`config.mk`:
```
export PLATFORM = sky130hd
export DESIGN_NAME = linear_probe_hash_table
export DESIGN_NICKNAME = d
export VERILOG_FILES = /design/src/sv/lht_pkg.sv /design/src/sv/linear_probe_hash_table.sv
export VERILOG_INCLUDE_DIRS = /design/src /design/src/sv
export SDC_FILE = /design/constraint.sdc
export NUM_CORES = 1
export LEC_CHECK = 0
export BUFFER_PORTS_ARGS = -buffer_cell sky130_fd_sc_hd__buf_2
export CORE_ASPECT_RATIO = 1.2
export CORE_MARGIN = 5
export CORE_UTILIZATION = 30
export DETAILED_ROUTE_END_ITERATION = 12
export PLACE_DENSITY = 0.41
export SYNTH_ARGS = -nofsm -noshare
export SYNTH_HDL_FRONTEND = slang
export SYNTH_SLANG_ARGS = --single-unit
```
`constraint.sdc`:
```
create_clock -name clk -period 5.9 [get_ports clk]
set_clock_uncertainty 0.1 [all_clocks]
set_input_delay 0 -clock clk [delete_from_list [all_inputs] [get_ports clk]]
set_output_delay 0 -clock clk [all_outputs]
set_load 0.02 [all_outputs]
```
`src/sv/assert_macros.svh`:
```
// Assertion helpers included by the RTL.
// Each macro expects signals named clk and arst_n in the enclosing module.
`ifndef ASSERT_MACROS_SVH
`define ASSERT_MACROS_SVH

// Same-cycle implication, checked only out of reset.
`define CHK_IMPLY(label, ante, cons) \
	label: assert property (@(posedge clk) disable iff (!arst_n) (ante) |-> (cons)) \
		else $error("same-cycle check failed");

// Next-cycle implication, checked only out of reset.
`define CHK_NEXT(label, ante, cons) \
	label: assert property (@(posedge clk) disable iff (!arst_n) (ante) |=> (cons)) \
		else $error("next-cycle check failed");

`endif

```
`src/sv/lht_pkg.sv`:
```
`timescale 1ns / 1ps
// ----------------------------------------------------------------------------
// Linear probing hash table package
// Sizes, operation and status codes, sequencer states and the remainder step.
// ----------------------------------------------------------------------------
package lht_pkg;

	// Table and key sizes.
	localparam int BUCKETS  = 11;
	localparam int KEY_BITS = 32;
	localparam int KEY_W    = 32;
	localparam int KEY_USE  = (KEY_BITS < KEY_W) ? KEY_BITS : KEY_W;
	localparam int SLOT_W   = $clog2(BUCKETS);
	localparam int CNT_W    = $clog2(BUCKETS + 1);
	localparam int LOC_W    = 4;

	// Remainder unit: key bits consumed per cycle.
	localparam int HASH_BITS  = 4;
	localparam int HASH_STEPS = (KEY_USE + HASH_BITS - 1) / HASH_BITS;
	localparam int HSTEP_W    = $clog2(HASH_STEPS + 1);
	localparam int SH_W       = HASH_STEPS * HASH_BITS;

	// Operation codes.
	typedef logic [1:0] kind_t;
	localparam kind_t KIND_CLEAR  = 2'd0;
	localparam kind_t KIND_INSERT = 2'd1;
	localparam kind_t KIND_LOOKUP = 2'd2;

	// Status codes.
	typedef logic [1:0] status_t;
	localparam status_t STS_OK   = 2'd0;
	localparam status_t STS_MISS = 2'd1;
	localparam status_t STS_FULL = 2'd2;

	// Sequencer states.
	typedef enum logic [2:0] {
		S_IDLE,
		S_HASH,
		S_INS,
		S_LOOK,
		S_FIN
	} state_t;

	// One step of the running remainder: shift in HASH_BITS key bits, one
	// compare and subtract per bit keeps the remainder below BUCKETS.
	function automatic logic [SLOT_W-1:0] hash_step(input logic [SLOT_W-1:0] rem,
			input logic [HASH_BITS-1:0] digit);
		logic [SLOT_W:0]   t;
		logic [SLOT_W-1:0] r;
		r = rem;
		for (int i = HASH_BITS - 1; i >= 0; i--) begin
			t = {r, digit[i]};
			if (t >= (SLOT_W + 1)'(BUCKETS)) begin
				t = t - (SLOT_W + 1)'(BUCKETS);
			end
			r = t[SLOT_W-1:0];
		end
		return r;
	endfunction

endpackage

```
`src/sv/linear_probe_hash_table.sv`:
```
`timescale 1ns / 1ps
// Clear goes from the idle state to the finish state and then the output register;
// insert and lookup run the remainder steps, then probe up to 11 slots (lookup also reads
// each key through the registered read port), then load the output register.
// One item at a time; remainder takes 4 key bits, probe walk one slot, per cycle.
// Reset empties the table and the output register; stored keys are not cleared.
// ----------------------------------------------------------------------------
// Linear probing hash table
// Open addressing table with a key mod BUCKETS home slot and forward probing.
// ----------------------------------------------------------------------------
`include "assert_macros.svh"

module linear_probe_hash_table (
	input  logic                      clk,
	input  logic                      arst_n,
	input  logic                      in_valid,
	output logic                      in_stall,
	input  logic [1:0]                kind,
	input  logic [lht_pkg::KEY_W-1:0] key,
	output logic                      out_valid,
	input  logic                      out_stall,
	output logic [1:0]                status,
	output logic [lht_pkg::LOC_W-1:0] location
);

	lht_pkg::state_t state_q, state_d;
	lht_pkg::kind_t  kind_q;
	logic [lht_pkg::KEY_USE-1:0] key_q;
	logic [lht_pkg::SH_W-1:0]    key_sh_q;
	logic [lht_pkg::SH_W-1:0]    key_pad;
	logic [lht_pkg::HSTEP_W-1:0] hstep_q;
	logic [lht_pkg::SLOT_W-1:0]  probe_q;
	logic [lht_pkg::SLOT_W-1:0]  probe_nxt;
	logic [lht_pkg::SLOT_W-1:0]  rem_nxt;
	logic [lht_pkg::CNT_W-1:0]   cnt_q;
	logic [lht_pkg::BUCKETS-1:0] used_q;

	// Key store and its registered read port.
	logic [lht_pkg::KEY_USE-1:0] slot_keys [lht_pkg::BUCKETS];
	logic [lht_pkg::KEY_USE-1:0] rd_key_s1;
	logic                        rd_used_s1;
	logic [lht_pkg::SLOT_W-1:0]  rd_slot_s1;
	logic                        rd_vld_s1;

	lht_pkg::status_t           res_status_q;
	logic [lht_pkg::SLOT_W-1:0] res_loc_q;
	logic                       out_valid_q;
	lht_pkg::status_t           status_q;
	logic [lht_pkg::LOC_W-1:0]  location_q;

	logic in_accept;
	logic hash_last;
	logic ins_free;
	logic ins_last;
	logic look_issue;
	logic look_hit;
	logic look_miss;
	logic out_load;

	// Handshake: a new item is taken only when the sequencer is idle.
	assign in_stall  = (state_q != lht_pkg::S_IDLE);
	assign in_accept = in_valid && !in_stall;
	assign key_pad   = lht_pkg::SH_W'(key[lht_pkg::KEY_USE-1:0]);

	assign out_valid = out_valid_q;
	assign status    = status_q;
	assign location  = location_q;

	// Datapath controls for the remainder unit and the probe walk.
	always_comb begin
		probe_nxt  = (probe_q == lht_pkg::SLOT_W'(lht_pkg::BUCKETS - 1)) ?
			'0 : probe_q + lht_pkg::SLOT_W'(1);
		rem_nxt    = lht_pkg::hash_step(probe_q,
			key_sh_q[lht_pkg::SH_W-1 -: lht_pkg::HASH_BITS]);
		hash_last  = (hstep_q == lht_pkg::HSTEP_W'(lht_pkg::HASH_STEPS - 1));
		ins_free   = !used_q[probe_q];
		ins_last   = (cnt_q == lht_pkg::CNT_W'(lht_pkg::BUCKETS - 1));
		look_issue = (cnt_q != lht_pkg::CNT_W'(lht_pkg::BUCKETS));
		look_hit   = rd_vld_s1 && rd_used_s1 && (rd_key_s1 == key_q);
		look_miss  = rd_vld_s1 && !look_hit && !look_issue;
		out_load   = (state_q == lht_pkg::S_FIN) && (!out_valid_q || !out_stall);
	end

	// Next state of the sequencer.
	always_comb begin
		state_d = state_q;
		case (state_q)
			lht_pkg::S_IDLE: begin
				if (in_accept) begin
					if (kind inside {lht_pkg::KIND_INSERT, lht_pkg::KIND_LOOKUP}) begin
						state_d = lht_pkg::S_HASH;
					end else begin
						state_d = lht_pkg::S_FIN;
					end
				end
			end
			lht_pkg::S_HASH: begin
				if (hash_last) begin
					state_d = (kind_q == lht_pkg::KIND_INSERT) ?
						lht_pkg::S_INS : lht_pkg::S_LOOK;
				end
			end
			lht_pkg::S_INS: begin
				if (ins_free || ins_last) begin
					state_d = lht_pkg::S_FIN;
				end
			end
			lht_pkg::S_LOOK: begin
				if (look_hit || look_miss) begin
					state_d = lht_pkg::S_FIN;
				end
			end
			lht_pkg::S_FIN: begin
				if (out_load) begin
					state_d = lht_pkg::S_IDLE;
				end
			end
			default: begin
				state_d = lht_pkg::S_IDLE;
			end
		endcase
	end

	// Control registers: state, used flags, probe count, read valid.
	always_ff @(posedge clk or negedge arst_n) begin
		if (!arst_n) begin
			state_q   <= lht_pkg::S_IDLE;
			used_q    <= '0;
			cnt_q     <= '0;
			rd_vld_s1 <= 1'b0;
		end else begin
			state_q   <= state_d;
			rd_vld_s1 <= (state_q == lht_pkg::S_LOOK) && look_issue && !look_hit;
			if (in_accept && kind == lht_pkg::KIND_CLEAR) begin
				used_q <= '0;
			end else if (state_q == lht_pkg::S_INS && ins_free) begin
				used_q[probe_q] <= 1'b1;
			end
			if (state_q == lht_pkg::S_HASH) begin
				cnt_q <= '0;
			end else if (state_q == lht_pkg::S_INS && !ins_free) begin
				cnt_q <= cnt_q + lht_pkg::CNT_W'(1);
			end else if (state_q == lht_pkg::S_LOOK && look_issue) begin
				cnt_q <= cnt_q + lht_pkg::CNT_W'(1);
			end
		end
	end

	// Item registers, remainder accumulation, probe pointer and result.
	always_ff @(posedge clk) begin
		if (in_accept) begin
			kind_q       <= kind;
			key_q        <= key[lht_pkg::KEY_USE-1:0];
			key_sh_q     <= key_pad;
			hstep_q      <= '0;
			probe_q      <= '0;
			res_status_q <= lht_pkg::STS_OK;
			res_loc_q    <= '0;
		end else begin
			case (state_q)
				lht_pkg::S_HASH: begin
					key_sh_q <= key_sh_q << lht_pkg::HASH_BITS;
					hstep_q  <= hstep_q + lht_pkg::HSTEP_W'(1);
					probe_q  <= rem_nxt;
				end
				lht_pkg::S_INS: begin
					if (ins_free) begin
						res_status_q <= lht_pkg::STS_OK;
						res_loc_q    <= probe_q;
					end else begin
						probe_q <= probe_nxt;
						if (ins_last) begin
							res_status_q <= lht_pkg::STS_FULL;
							res_loc_q    <= '0;
						end
					end
				end
				lht_pkg::S_LOOK: begin
					if (look_issue) begin
						probe_q <= probe_nxt;
					end
					if (look_hit) begin
						res_status_q <= lht_pkg::STS_OK;
						res_loc_q    <= rd_slot_s1;
					end else if (look_miss) begin
						res_status_q <= lht_pkg::STS_MISS;
						res_loc_q    <= '0;
					end
				end
				default: begin
				end
			endcase
		end
	end

	// Key store: one write port for inserts, one registered read port for lookups.
	always_ff @(posedge clk) begin
		if (state_q == lht_pkg::S_INS && ins_free) begin
			slot_keys[probe_q] <= key_q;
		end
		rd_key_s1  <= slot_keys[probe_q];
		rd_used_s1 <= used_q[probe_q];
		rd_slot_s1 <= probe_q;
	end

	// Output register: holds a result until the consumer takes it.
	always_ff @(posedge clk or negedge arst_n) begin
		if (!arst_n) begin
			out_valid_q <= 1'b0;
		end else if (out_load) begin
			out_valid_q <= 1'b1;
		end else if (!out_stall) begin
			out_valid_q <= 1'b0;
		end
	end

	always_ff @(posedge clk) begin
		if (out_load) begin
			status_q   <= res_status_q;
			location_q <= lht_pkg::LOC_W'(res_loc_q);
		end
	end

	// Checks on the sequencer and the table.
	`CHK_IMPLY(a_cnt_range, 1'b1, cnt_q <= lht_pkg::CNT_W'(lht_pkg::BUCKETS))
	`CHK_NEXT(a_busy_after_accept, in_accept, state_q != lht_pkg::S_IDLE)
	`CHK_NEXT(a_insert_marks, state_q == lht_pkg::S_INS && ins_free, used_q[$past(probe_q)])

endmodule
```
== Word-level counts from Yosys, hierarchy flattened ==
Memories as Yosys holds them, arrays and structs flattened. A register that Yosys moved wholly into a read port is not among the register bits.
Index checks and enable logic that the tools add are counted.
Widths: inputs -> output; s select.
Operators by class
  add/subtract/negate cells: 7
  order comparisons: 6
  equality and inequality tests: 22
  muxes and demuxes: 41
  bitwise logic cells: 1
  reductions and logical operators: 33
Operators by type and width (number)
  $mux 32: 2
  $mux 4: 14
  $eq 32x32->1: 1
  $mux 11: 2
  $ge 5x4->1 const B: 4
  $mux 3: 6
  $sub 4x4->4 const B: 4
  $pmux 3 s5: 1
  $add 4x1->4 const B: 3
  $logic_and 1x1->1: 12
  $ne 2x2->1 const B: 6
  $pmux 4 s3: 1
  $or 11x11->11: 1
  $reduce_bool 3->1: 3
  $eq 4x4->1 const B: 2
  $mux 2: 4
  $pmux 4 s2: 1
  $reduce_bool 2->1: 4
  $mux 1: 7
  $eq 3x2->1 const B: 2
  $logic_not 1->1: 6
  $ne 3x3->1 const B: 2
  $reduce_and 3->1: 2
  $lt 4x5->1 const B: 1
  other kinds (15): 19
Storage, ports and cells
  flip-flop bits (word level): 111
  memory bits (writable): 352
  input bits: 38
  output and inout bits: 8
  logic and storage cells: 127
  memories kept: 1
Memory list
  slot_keys: words 11, width 32, rd ports 1, clocked after memory_dff 1, write ports 1, line linear_probe_hash_table.sv:39  | logic [lht_pkg::KEY_USE-1:0] slot_keys [lht_pkg::BUCKETS];

== Depth between registers and ports, before layout ==
Gate-level depths: netlist of the first run.
  word-level depth: 9
  depth in mapped cells: 22
  mapped depth without buffers: 21

== Least setup slack after synthesis of the first run ==
Ideal clock, no wire load.
  path kind: register -> register
  start: register probe_q[1] (netlist bit)
  end: memory slot_keys[4][0] (netlist bit) (enable)
  library setup time: 0.463 ns
  arrival time: 3.959 ns
  data required time: 5.337 ns
  setup slack: 1.378 ns
  cell stages (with the launch flop): 9
  buffers on the path: 2
  period minus slack after synthesis: 4.522 ns
  cell sequence: dfxtp_1 buf_4 buf_2 mux4_2 mux2i_1 o21ai_1 nor3_1 nand3_1 nor3_1
On the way
  longest elaborated chain between the ends: 6
Ends and longest elaborated chain
  start: declaration: line linear_probe_hash_table.sv:32  | logic [lht_pkg::SLOT_W-1:0] probe_q;
  start signal: assignment: line linear_probe_hash_table.sv:164  | probe_q <= rem_nxt;
  start signal: assignment: line linear_probe_hash_table.sv:171  | probe_q <= probe_nxt;
  start signal: assignment: line linear_probe_hash_table.sv:180  | probe_q <= probe_nxt;
  $bmux 1 s4: line linear_probe_hash_table.sv:76  | ins_free = !used_q[probe_q];
  $mux 1 (implied by the code): line linear_probe_hash_table.sv:76
  $logic_not 1->1: line linear_probe_hash_table.sv:76
  $logic_and 1x1->1: line linear_probe_hash_table.sv:198  | if (state_q == lht_pkg::S_INS && ins_free) begin
  $mux 1: line linear_probe_hash_table.sv:198
  $mux 1 (implied by the code): line linear_probe_hash_table.sv:199  | slot_keys[probe_q] <= key_q;
  end: declaration: line linear_probe_hash_table.sv:39
Several ways; a longest one is shown, not always the timed one. The select of a mux whose other input is x is not followed.

== Worst setup path in the final report of the first run ==
  start: register key_sh_q[31] (netlist bit)
  end: register probe_q[1] (netlist bit)
On the way
  longest elaborated chain between the ends: 9
  elaborated cells between the ends (all ways): 13
  those cells by class: add/sub: 4; order compare: 4; mux: 5
Ends and longest elaborated chain
  start: declaration: line linear_probe_hash_table.sv:29  | logic [lht_pkg::SH_W-1:0] key_sh_q;
  start signal: assignment: line linear_probe_hash_table.sv:154  | key_sh_q <= key_pad;
  start signal: assignment: line linear_probe_hash_table.sv:162  | key_sh_q <= key_sh_q << lht_pkg::HASH_BITS;
  $sub 4x4->4 / $ge 5x4->1 (equally long branches): line lht_pkg.sv:54, lht_pkg.sv:53
  $mux 4 (*): line lht_pkg.sv:53  | if (t >= (SLOT_W + 1)'(BUCKETS)) begin
  $sub 4x4->4 / $ge 5x4->1 (equally long branches): line lht_pkg.sv:54, lht_pkg.sv:53
  $mux 4 (*): line lht_pkg.sv:53
  $ge 5x4->1 / $sub 4x4->4 (equally long branches): line lht_pkg.sv:53, lht_pkg.sv:54
  $mux 4 (*): line lht_pkg.sv:53
  $sub 4x4->4 / $ge 5x4->1 (equally long branches): line lht_pkg.sv:54, lht_pkg.sv:53
  $mux 4 (*): line lht_pkg.sv:53
  $pmux 4 s3 (*): line linear_probe_hash_table.sv:160  | case (state_q)
Every way passes the cells marked *; elsewhere a longest branch is shown, timed or not.
A chain may end at the register's enable or synchronous reset.

==> metrics.md, run 1 <==
| Metric | Value |
|---|---|
| Layout cell share with drive strength beyond 1 | 0.212 |
| Switch share | 0.334 |
| First-pass DRT Iterations | 4 |
| Hold WS | 42.8 ps |
| Fmax | between 200 and 250 MHz |
| Synth warnings | 0 |
| Power Total | 11.9 mW |
| Leak pwr | 7.75 nW |
| DIE WIDTH | 243 um |
| Hold_buf cts | 48 |
| Via density | 4.74 |
| Netlist cell types | 78 |
| Max-Cap Viols | 0 |
| Setup WS post-layout | about 1000 ps |
| Slew Limit Headroom | 0.342 |
| PD cells | 519 nW/um^2 |
| Run status | completed |
| Final setup fails | 0 |
| GP Congestion | ~0.7 |
| Initial Utilization | 0.303 |
| Core area | 64600 um^2 |
| Net Switching | ~4 mW |
| Top-count cell post-synth | edfxtp_1 |
| Worst path most repeated cell | ha_1 |
| Die Ht | 290 um |
| Synth area leader | edfxtp_1 |
| Number of synthesized flops with an enable pin | 424 |
| Syn Std Cell Area | 19500 um^2 |
| Syn Nets | 1197 |
| Mean post-synth cell area | 17.0 um^2 |
| Crit path capture type | flop |
| 1st-iter DRT viols | roughly 500 |
| Grt ovf | 0 |
| Largest net degree at the start of global routing | 69 |
| Routed WL | 47.8 mm |
| Vias in the first global route | 11000 |
| Critical path launch point type | flop |
| Maximum fanout along the worst path | 10 |
| Tcrit/Tclk final | 0.824 |
| Area contributors post-synth | edfxtp_1 (65%), mux4_2 (7.6%), dfxtp_1 (5.2%) |
| DR DRC count | 0 |
| Seq/Total Area, Yosys | 0.729 |
| Synth-to-layout area growth | 17.6% |
| Post-Place Cells | ~2000 |
| Clock tree sinks | roughly 500 |
| Register share of total power | 0.417 |
| Clock tree buffer depth | 3 |
| CP max stage delay | between 500 and 600 ps |
| Clock power share | 0.267 |
| Dominant synthesized flop cell | edfxtp_1 |
| Routed len/inst | about 22 um |
| Post-CTS Setup Repair Bufs | 0 |
| Fillcell total | a little over 6000 |
| Antenna Cells | 0 |
| Slowest CP cell | edfxtp_1 |
| Global-route wire length before repair | 71.9 mm |
| Critical path type | flop to flop |
| Synth top cells by count | edfxtp_1 (424), nand2_1 (100), o21ai_0 (76) |
| Row cnt | between 100 and 150 |
| Clock Root Buffer | clkbuf_16 |
| Power Internal | 7.95 mW |
| ANT nets after route | 0 |
| TritonCTS Buffers | 53 |
| Hold Violations, Final | 0 |
| Core Util, Final | 0.356 |
| GRT Resource Usage Total | 0.136 |
| Pre-CTS WS | about 1100 ps |
| Req. time, crit path | 6220 ps |
| Fraction of registers with async set/reset | 0.0404 |
| Final #Nets | roughly 1300 |
| Clk Latency, worst-skew pair | 590 ps |
| Via count | 10200 |
| Die area | 70400 um^2 |
| # port buffers | 45 |
| Final instance area | ~23000 um^2 |
| Synthesized flop and latch total | 495 |
| Cts repair resizes | 0 |
| Post-route setup TNS | 0 ps |
| RSZ-0062 raised after global routing | false |
| Reg clk slew, reported paths | approximately 60 ps |
| Logic pwr share | 0.316 |
| Post-Syn Instances | 1151 |
| DP Area | 20800 um^2 |
| Ports | 46 |
| Critical path cell sequence | ha_1 > o21a_1 > o21ai_1 > nand2_1 > ha_1 > o21ba_2 > a211oi_2 > nand2_1 > clkinv_1 > ha_1 > a31o_2 > nor2_4 > o21ai_0 > o2bb2ai_2 > ha_1 > or4_1 > o311ai_1 > o21ai_1 > o221ai_1 > o22ai_1 |
| Hpwl dp | 28.2 mm |
| H-Tree Level Count | 2 |
| Least-Margin Pin Slew | 983 ps |
| Worst Hold Class | input pin to flop |
| Area share of the largest cell type after synthesis | 0.651 |
| Maximum VDD drop | 433 uV |
| Finished Layout Cells | 2145 |
| CTS tree | yes |
| Minimum clock period | approximately 5000 ps |
| CP Data Arrival Time | around 5200 ps |
| Max Transition Viols Final | 0 |
| Initial antenna violation count | 1 |
-- worst max-delay path, delay by kind of cell, from the launching register on --
family / cells / cell delay (ps)
and+or+nand+nor: 4 / 920
buffers and inverters: 1 / 160
AOI/OAI and AO/OA: 11 / 1890
DFF: 1 / 530
adders and majority gates: 4 / 1070
-- path summary, 6_finish.rpt --
kind | start | endpoint | slack [ps] | cells past startpoint
max in group asynchronous | arst_n | rd_vld_s1$_DFF_PN0_ | 4550 | 3
hold reg to reg | res_loc_q[3]$_SDFFE_PP0P_ | location[3]$_DFFE_PP_ | 340 | 0
hold / removal | key[0] | key_q[0]$_DFFE_PP_ | 40 | 2
setup / recovery | key_sh_q[31]$_DFFE_PP_ | probe_q[1]$_SDFFE_PP0P_ | 1040 | 20
setup reg to reg | key_sh_q[31]$_DFFE_PP_ | probe_q[1]$_SDFFE_PP0P_ | 1040 | 20
min in group asynchronous | arst_n | cnt_q[1]$_DFFE_PN0P_ | 550 | 3
-- sequential cells by signal, summed over array words and instances (netlist names), 11 cells and up --
name and count:
slot_keys 352, key_q 32, key_sh_q 32, rd_key_s1 32, used_q 11
-- per-layer routing --
| metal | part of all wire | GRT usage | vias to the layer above |
|---|---|---|---|
| met5 | 0 | 0 | - |
| met4 | 0.017 | 0.0319 | 0 |
| met3 | 0.028 | 0.0212 | 64 |
| met2 | 0.51 | 0.241 | 130 |
| met1 | 0.45 | 0.176 | 5252 |
| li1 | - | - | 4717 |
-- area by class of cell --
cell class	instances	area (um^2)	area share
Clock buffer	73	1470	0.0641
Tap cell	832	1040	0.0453
Clock inverter	26	189	0.00822
Sequential cell	495	14300	0.620
Timing Repair Buffer	118	893	0.0389
Multi-Input combinational cell	588	5080	0.221
Inverter	13	48.8	0.00212
-- placed cells by master (no fill, tap or decap), drive strengths merged, types with 35 or more instances in the layout --
| cell | count |
|---|---|
| nand2 | 100 |
| mux4 | 66 |
| xor2 | 35 |
| buf | 70 |
| clkbuf | 73 |
| edfxtp | 424 |
| o21ai | 81 |
| dlygate4sd3 | 48 |
| nor2 | 44 |
| mux2i | 70 |
| dfxtp | 51 |
-- power groups by stage --
| stage | registers (mW) | logic (mW) | clock network (mW) |
|---|---|---|---|
| after CTS | 5.01 | 3.88 | 3.30 |
| after global routing | 5.06 | 4.18 | 3.46 |
| after detailed placement | 5.07 | 3.83 | 0 |
| after floorplan | 4.81 | 2.88 | 0 |
| final | 4.98 | 3.77 | 3.18 |
| after global placement | 5.07 | 3.86 | 0 |
-- kinds of logic after synthesis --
group	synth area share
AND/OR/NAND/NOR	0.0520
buffers and inverters	0.0149
flip-flops	0.729
adder cells (fa/ha/maj)	0.00512
XOR/XNOR	0.0170
AO/OA/AOI/OAI	0.0522
multiplexers	0.129
(Power assumes the default switching activity.)
==> run 2, diff against run 1 <==
- clock period: 5.9 -> 5 ns (I/O delays scaled with it)
==> metrics.md, run 2 (same netlist as run 1, synthesis figures left out) <==
| Metric | Value |
|---|---|
| Run status | completed |
| Fillcell total | between 6000 and 7000 |
| Final #Nets | between 1000 and 1500 |
| Antenna Cells | 0 |
| Vias in the first global route | 10700 |
| Worst path most repeated cell | ha_1 |
| Core Util, Final | 0.363 |
| First-pass DRT Iterations | 5 |
| Reg2reg start | key_sh_q[31]$_DFFE_PP_ |
| Hold WS | 42.3 ps |
| Minimum clock period | about 4700 ps |
| Maximum VDD drop | 556 uV |
| Critical path launch point type | flop |
| Power Internal | roughly 9.8 mW |
| Routed len/inst | 22.2 um |
| Req. time, crit path | 5350 ps |
| Most frequent cells in the layout | edfxtp_1 (424), nand2_1 (99), o21ai_0 (76), mux2i_1 (70), mux4_2 (66) |
| 1st-iter DRT viols | 606 |
| TritonCTS Buffers | 52 |
| Layout cell share with drive strength beyond 1 | 0.226 |
| Logic pwr share | 0.317 |
| Least-Margin Pin Slew | 941 ps |
| DIE WIDTH | approximately 240 um |
| Register share of total power | 0.401 |
| Net Switching | 4.72 mW |
| CP max stage delay | 550 ps |
| Max Transition Viols Final | 0 |
| Fmax | approximately 210 MHz |
| CTS tree | yes |
| Hold path depth | 2 |
| Row cnt | 102 |
| Post-route setup TNS | 0 ps |
| Clock power share | 0.282 |
| Hold Violations, Final | 0 |
| Maximum fanout along the worst path | 7 |
| Clock tree buffer depth | 3 |
| CP Data Arrival Time | 5010 ps |
| R2R cell count | 18 |
| Initial Utilization | 0.303 |
| Tcrit/Tclk final | 0.932 |
| Largest net degree at the start of global routing | 147 |
| PD cells | 618 nW/um^2 |
| Switch share | 0.326 |
| Die area | 70400 um^2 |
| Via count | 10200 |
| R2r endpoint | probe_q[1]$_SDFFE_PP0P_ |
| Initial antenna violation count | 0 |
| Reg clk slew, reported paths | 70 ps |
| Number of flip-flops in the largest register | around 350 |
| Slowest CP cell | or4_4 |
| Worst Hold Class | input pin to flop |
| Critical path type | flop to flop |
| Ports | 46 |
| DR DRC count | 0 |
| Via density | 4.73 |
| R2r setup slk | about 340 ps |
| Global-route wire length before repair | 71.4 mm |
| Clk Latency, worst-skew pair | roughly 600 ps |
| Die Ht | between 200 and 300 um |
| Critical path cell sequence | ha_1 > o21a_1 > o21ai_1 > nand2_1 > ha_1 > nor3b_1 > or4_4 > o31ai_2 > o31a_4 > nor2_4 > a21oi_1 > o2bb2ai_2 > ha_1 > or4_1 > o311ai_1 > o21ai_1 > o221ai_1 > o22ai_1 |
| Routed WL | about 48 mm |
| Core area | 64600 um^2 |
| Crit path capture type | flop |
| Clock tree sinks | 495 |
| Leading cell type in the layout, fill and taps excluded | edfxtp_1 |
| Slew Limit Headroom | 0.370 |
| Power Total | about 14 mW |
| RSZ-0062 raised after global routing | false |
| # port buffers | 45 |
| Most flops, register | slot_keys |
| H-Tree Level Count | 2 |
| Hpwl dp | about 28 mm |
| Grt ovf | 0 |
| Hold path start | key[5] |
| Worst hold endpoint | key_q[5]$_DFFE_PP_ |
| ANT nets after route | 0 |
| Clock Root Buffer | clkbuf_16 |
| Max-Cap Viols | 0 |
| Final setup fails | 0 |
| Leak pwr | 7.96 nW |
| GP Congestion | 0.736 |
| Synth-to-layout area growth | 19.8% |
| GRT Resource Usage Total | 0.135 |
## run 2: what timing repair did
action	CTS	global route
hold buffers	52	0
endpoints found under the setup margin	0	2
gates resized for setup	0	2
endpoints found under the hold margin	116	0
buffers inserted	0	4
## run 2: through the flow
stage / instances / instance area (um^2) / setup WS, ps
2_1_floorplan: 1151 / 19500 / 478
3_3_place_gp: 2008 / 21000 / 311
3_5_place_dp: 2008 / 21000 / 241
4_1_cts: 2157 / 23400 / 236
5_1_grt: 2161 / 23400 / 47.3
6_report: 2161 / 23400 / 340
## run 2: how the worst max path moves through the flow
stage	startpoint	end	slack, ps	cells after the start
2_1_floorplan	probe_q[1]$_SDFFE_PP0P_	slot_keys[4][0]$_DFFE_PP_	480	8
3_3_place_gp	key_sh_q[31]$_DFFE_PP_	probe_q[1]$_SDFFE_PP0P_	310	20
3_5_place_dp	key_sh_q[31]$_DFFE_PP_	probe_q[1]$_SDFFE_PP0P_	240	20
4_1_cts	key_sh_q[31]$_DFFE_PP_	probe_q[1]$_SDFFE_PP0P_	240	20
5_1_grt	key_sh_q[31]$_DFFE_PP_	probe_q[1]$_SDFFE_PP0P_	50	18
6_report	key_sh_q[31]$_DFFE_PP_	probe_q[1]$_SDFFE_PP0P_	340	18
## run 2: layer usage
layer,wire [um],vias up,global-route usage
met2,24200,128,0.234
met5,0,-,0
met4,860,0,0.0329
met3,1320,59,0.0212
met1,21500,5291,0.179
li1,-,4752,-
## run 2: layout make-up
cell class                      instances  area [um^2]  share of cell area
Timing Repair Buffer                  136         1160              0.0497
Clock inverter                         32          369              0.0158
Inverter                               13         48.8             0.00208
Multi-Input combinational cell        588         5090               0.217
Clock buffer                           65         1440              0.0616
Tap cell                              832         1040              0.0445
Sequential cell                       495        14300               0.609
## run 2: worst max-delay path: cells and delay by family (launching register included)
family | cells | cell delay, ps
AO/OA/AOI/OAI | 10 | 1740
adder cells (fa/ha/maj) | 3 | 910
flip-flops | 1 | 500
AND/OR/NAND/NOR | 5 | 1270
## run 2: power groups by stage
stage,Combinational (mW),Sequential [mW],Clock (mW)
after floorplan,3.40,5.68,0
after global placement,4.62,5.90,0
after detailed placement,4.61,5.91,0
after CTS,4.66,5.83,4.21
final,4.59,5.81,4.08
after global routing,5.07,5.89,4.37
==> run 3, diff against run 2 <==
- BUFFER_PORTS_ARGS: -buffer_cell sky130_fd_sc_hd__buf_2 -> not set
- CORE_UTILIZATION: 30 -> 50
- CTS_BUF_LIST: not set -> sky130_fd_sc_hd__clkbuf_16
- DONT_BUFFER_PORTS: not set -> 1
- PLACE_DENSITY: 0.41 -> 0.62
==> metrics.md, run 3 (same netlist as run 1, synthesis figures left out) <==
| Metric | Value |
|---|---|
| Run status | completed |
| Core area | 38700 um^2 |
| # port buffers | 0 |
| Max Transition Viols Final | 0 |
| Tcrit/Tclk final | 0.939 |
| Hpwl dp | 23.5 mm |
| ANT nets after route | 0 |
| Via density | about 5.5 |
| Worst Hold Class | input pin to flop |
| Most frequent cells in the layout | edfxtp_1 (424), nand2_1 (100), o21ai_0 (76), mux2i_1 (70), mux4_2 (66) |
| Initial antenna violation count | 1 |
| Row cnt | 79 |
| Fmax | between 200 and 250 MHz |
| Leading cell type in the layout, fill and taps excluded | edfxtp_1 |
| Routed len/inst | 22.2 um |
| Multi-input gate area | around 5100 um^2 |
| Slew Limit Headroom | 0.245 |
| Core Util, Final | 0.575 |
| Clk Latency, worst-skew pair | 550 ps |
| Req. time, crit path | 5300 ps |
| Leak pwr | 7.57 nW |
| Maximum VDD drop | 921 uV |
| Power Total | 13.3 mW |
| Vias in the first global route | 10100 |
| Hold Violations, Final | 0 |
| Die area | between 40000 and 50000 um^2 |
| DIE WIDTH | about 190 um |
| RSZ-0062 raised after global routing | false |
| Maximum fanout along the worst path | 6 |
| 1st-iter DRT viols | 769 |
| Post-route setup TNS | 0 ps |
| Global-route wire length before repair | 61.2 mm |
| TritonCTS Buffers | 46 |
| Crit path capture type | flop |
| Cts repair resizes | 0 |
| Clock tree buffer depth | 3 |
| Layout cell share with drive strength beyond 1 | 0.173 |
| Ports | 46 |
| CTS tree | yes |
| DP Area | 20300 um^2 |
| Reg clk slew, reported paths | 60 ps |
| Die Ht | 227 um |
| M1 GR Usage | 0.255 |
| Most flops, register | slot_keys |
| Final #Nets | ~1300 |
| Fillcell total | 3045 |
| Clock tree sinks | 495 |
| M3 GR Usage | 0.0240 |
| Largest net degree at the start of global routing | between 60 and 70 |
| PD cells | 599 nW/um^2 |
| Clock Root Buffer | clkbuf_16 |
| GRT Resource Usage Total | 0.187 |
| Number of flip-flops in the largest register | between 300 and 400 |
| Least-Margin Pin Slew | 1130 ps |
| Final instance area | 22300 um^2 |
| CP Data Arrival Time | 5000 ps |
| GP Congestion | 0.818 |
| Routed WL | 39.9 mm |
| DR DRC count | 0 |
| H-Tree Level Count | 2 |
| Final setup fails | 0 |
| Via count | roughly 10000 |
| Critical path launch point type | flop |
| Max-Cap Viols | 0 |
| Initial Utilization | 0.504 |
| Minimum clock period | 4700 ps |
| First-pass DRT Iterations | 4 |
| Register Area | 14300 um^2 |
| Synth-to-layout area growth | 14.0% |
| Critical path type | flop to flop |
| Met2 Usage GRT | 0.325 |
| Grt ovf | 0 |
| Grt peak-use layer | met2 |
## run 3: cell count changes in the layout (fill, tap and decap cells not counted), sizes merged
cell,delta
buf,-53
clkbuf,-18
inv,+18
bufinv,-7
clkinv,-6
dlygate4sd3,+5
diode,+1
## run 3: repair_timing
item,4_1_cts,5_1_grt
endpoints found under the hold margin,117,0
buffers inserted,0,3
hold buffers,57,0
setup endpoints to repair,0,2
## run 3: critical path, stage by stage (launching register included)
cell and delay, ps:
edfxtp_1 460, ha_1 290, o21a_1 200, o21ai_1 180
nand2_1 110, ha_1 260, o21ba_2 330, a211oi_2 80
nand2_1 170, clkinv_1 160, ha_1 220, a31o_2 240
nor2_4 130, o21ai_0 110, o2bb2ai_2 190, ha_1 260
or4_1 510, o311ai_1 160, o21ai_1 140, o221ai_1 180
o22ai_1 90
## run 3: cell type report
| type | count | area share |
|---|---|---|
| inverters | 13 | 0.00219 |
| well taps | 526 | 0.0295 |
| flip-flops and latches | 495 | 0.640 |
| repair buffers | 88 | 0.0389 |
| clock buffers | 47 | 0.0528 |
| multi-input cells | 588 | 0.228 |
| clock inverters | 37 | 0.00848 |
| diodes | 1 | 0.000112 |
## run 3: metal layers
layer / wire length (um) / vias up
met1: 17400 / 5105
met2: 20600 / 150
li1: - / 4644
met3: 1140 / 54
met5: 0 / -
met4: 803 / 0
## run 3: final timing paths
kind | start | endpoint | slack (ps) | depth (start not counted)
setup / recovery | key_sh_q[31]$_DFFE_PP_ | probe_q[1]$_SDFFE_PP0P_ | 300 | 20
min in group asynchronous | arst_n | state_q[2]$_DFFE_PN0P_ | 500 | 2
hold / removal | kind[1] | kind_q[1]$_DFFE_PP_ | 30 | 1
setup reg to reg | key_sh_q[31]$_DFFE_PP_ | probe_q[1]$_SDFFE_PP0P_ | 300 | 20
max in group asynchronous | arst_n | used_q[4]$_DFFE_PN0P_ | 3690 | 2
hold reg to reg | res_loc_q[1]$_SDFFE_PP0P_ | location[1]$_DFFE_PP_ | 340 | 0
## run 3: through the flow
| step | cells | setup WS, ps | hold WS (ps) |
|---|---|---|---|
| floorplan | 1151 | 478 | -396 |
| global placement | 1650 | 396 | -395 |
| detailed placement | 1650 | 252 | -395 |
| CTS | 1791 | 258 | 6.64 |
| global route | 1794 | 35.9 | 9.76 |
| finish | 1795 | 303 | 33.1 |
## run 3: power breakdown
group / switching [mW] / internal, mW
Combinational: 2.43 / 1.89
Clock: 1.42 / 1.75
Sequential: 0.507 / 5.33
Total: 4.36 / 8.98
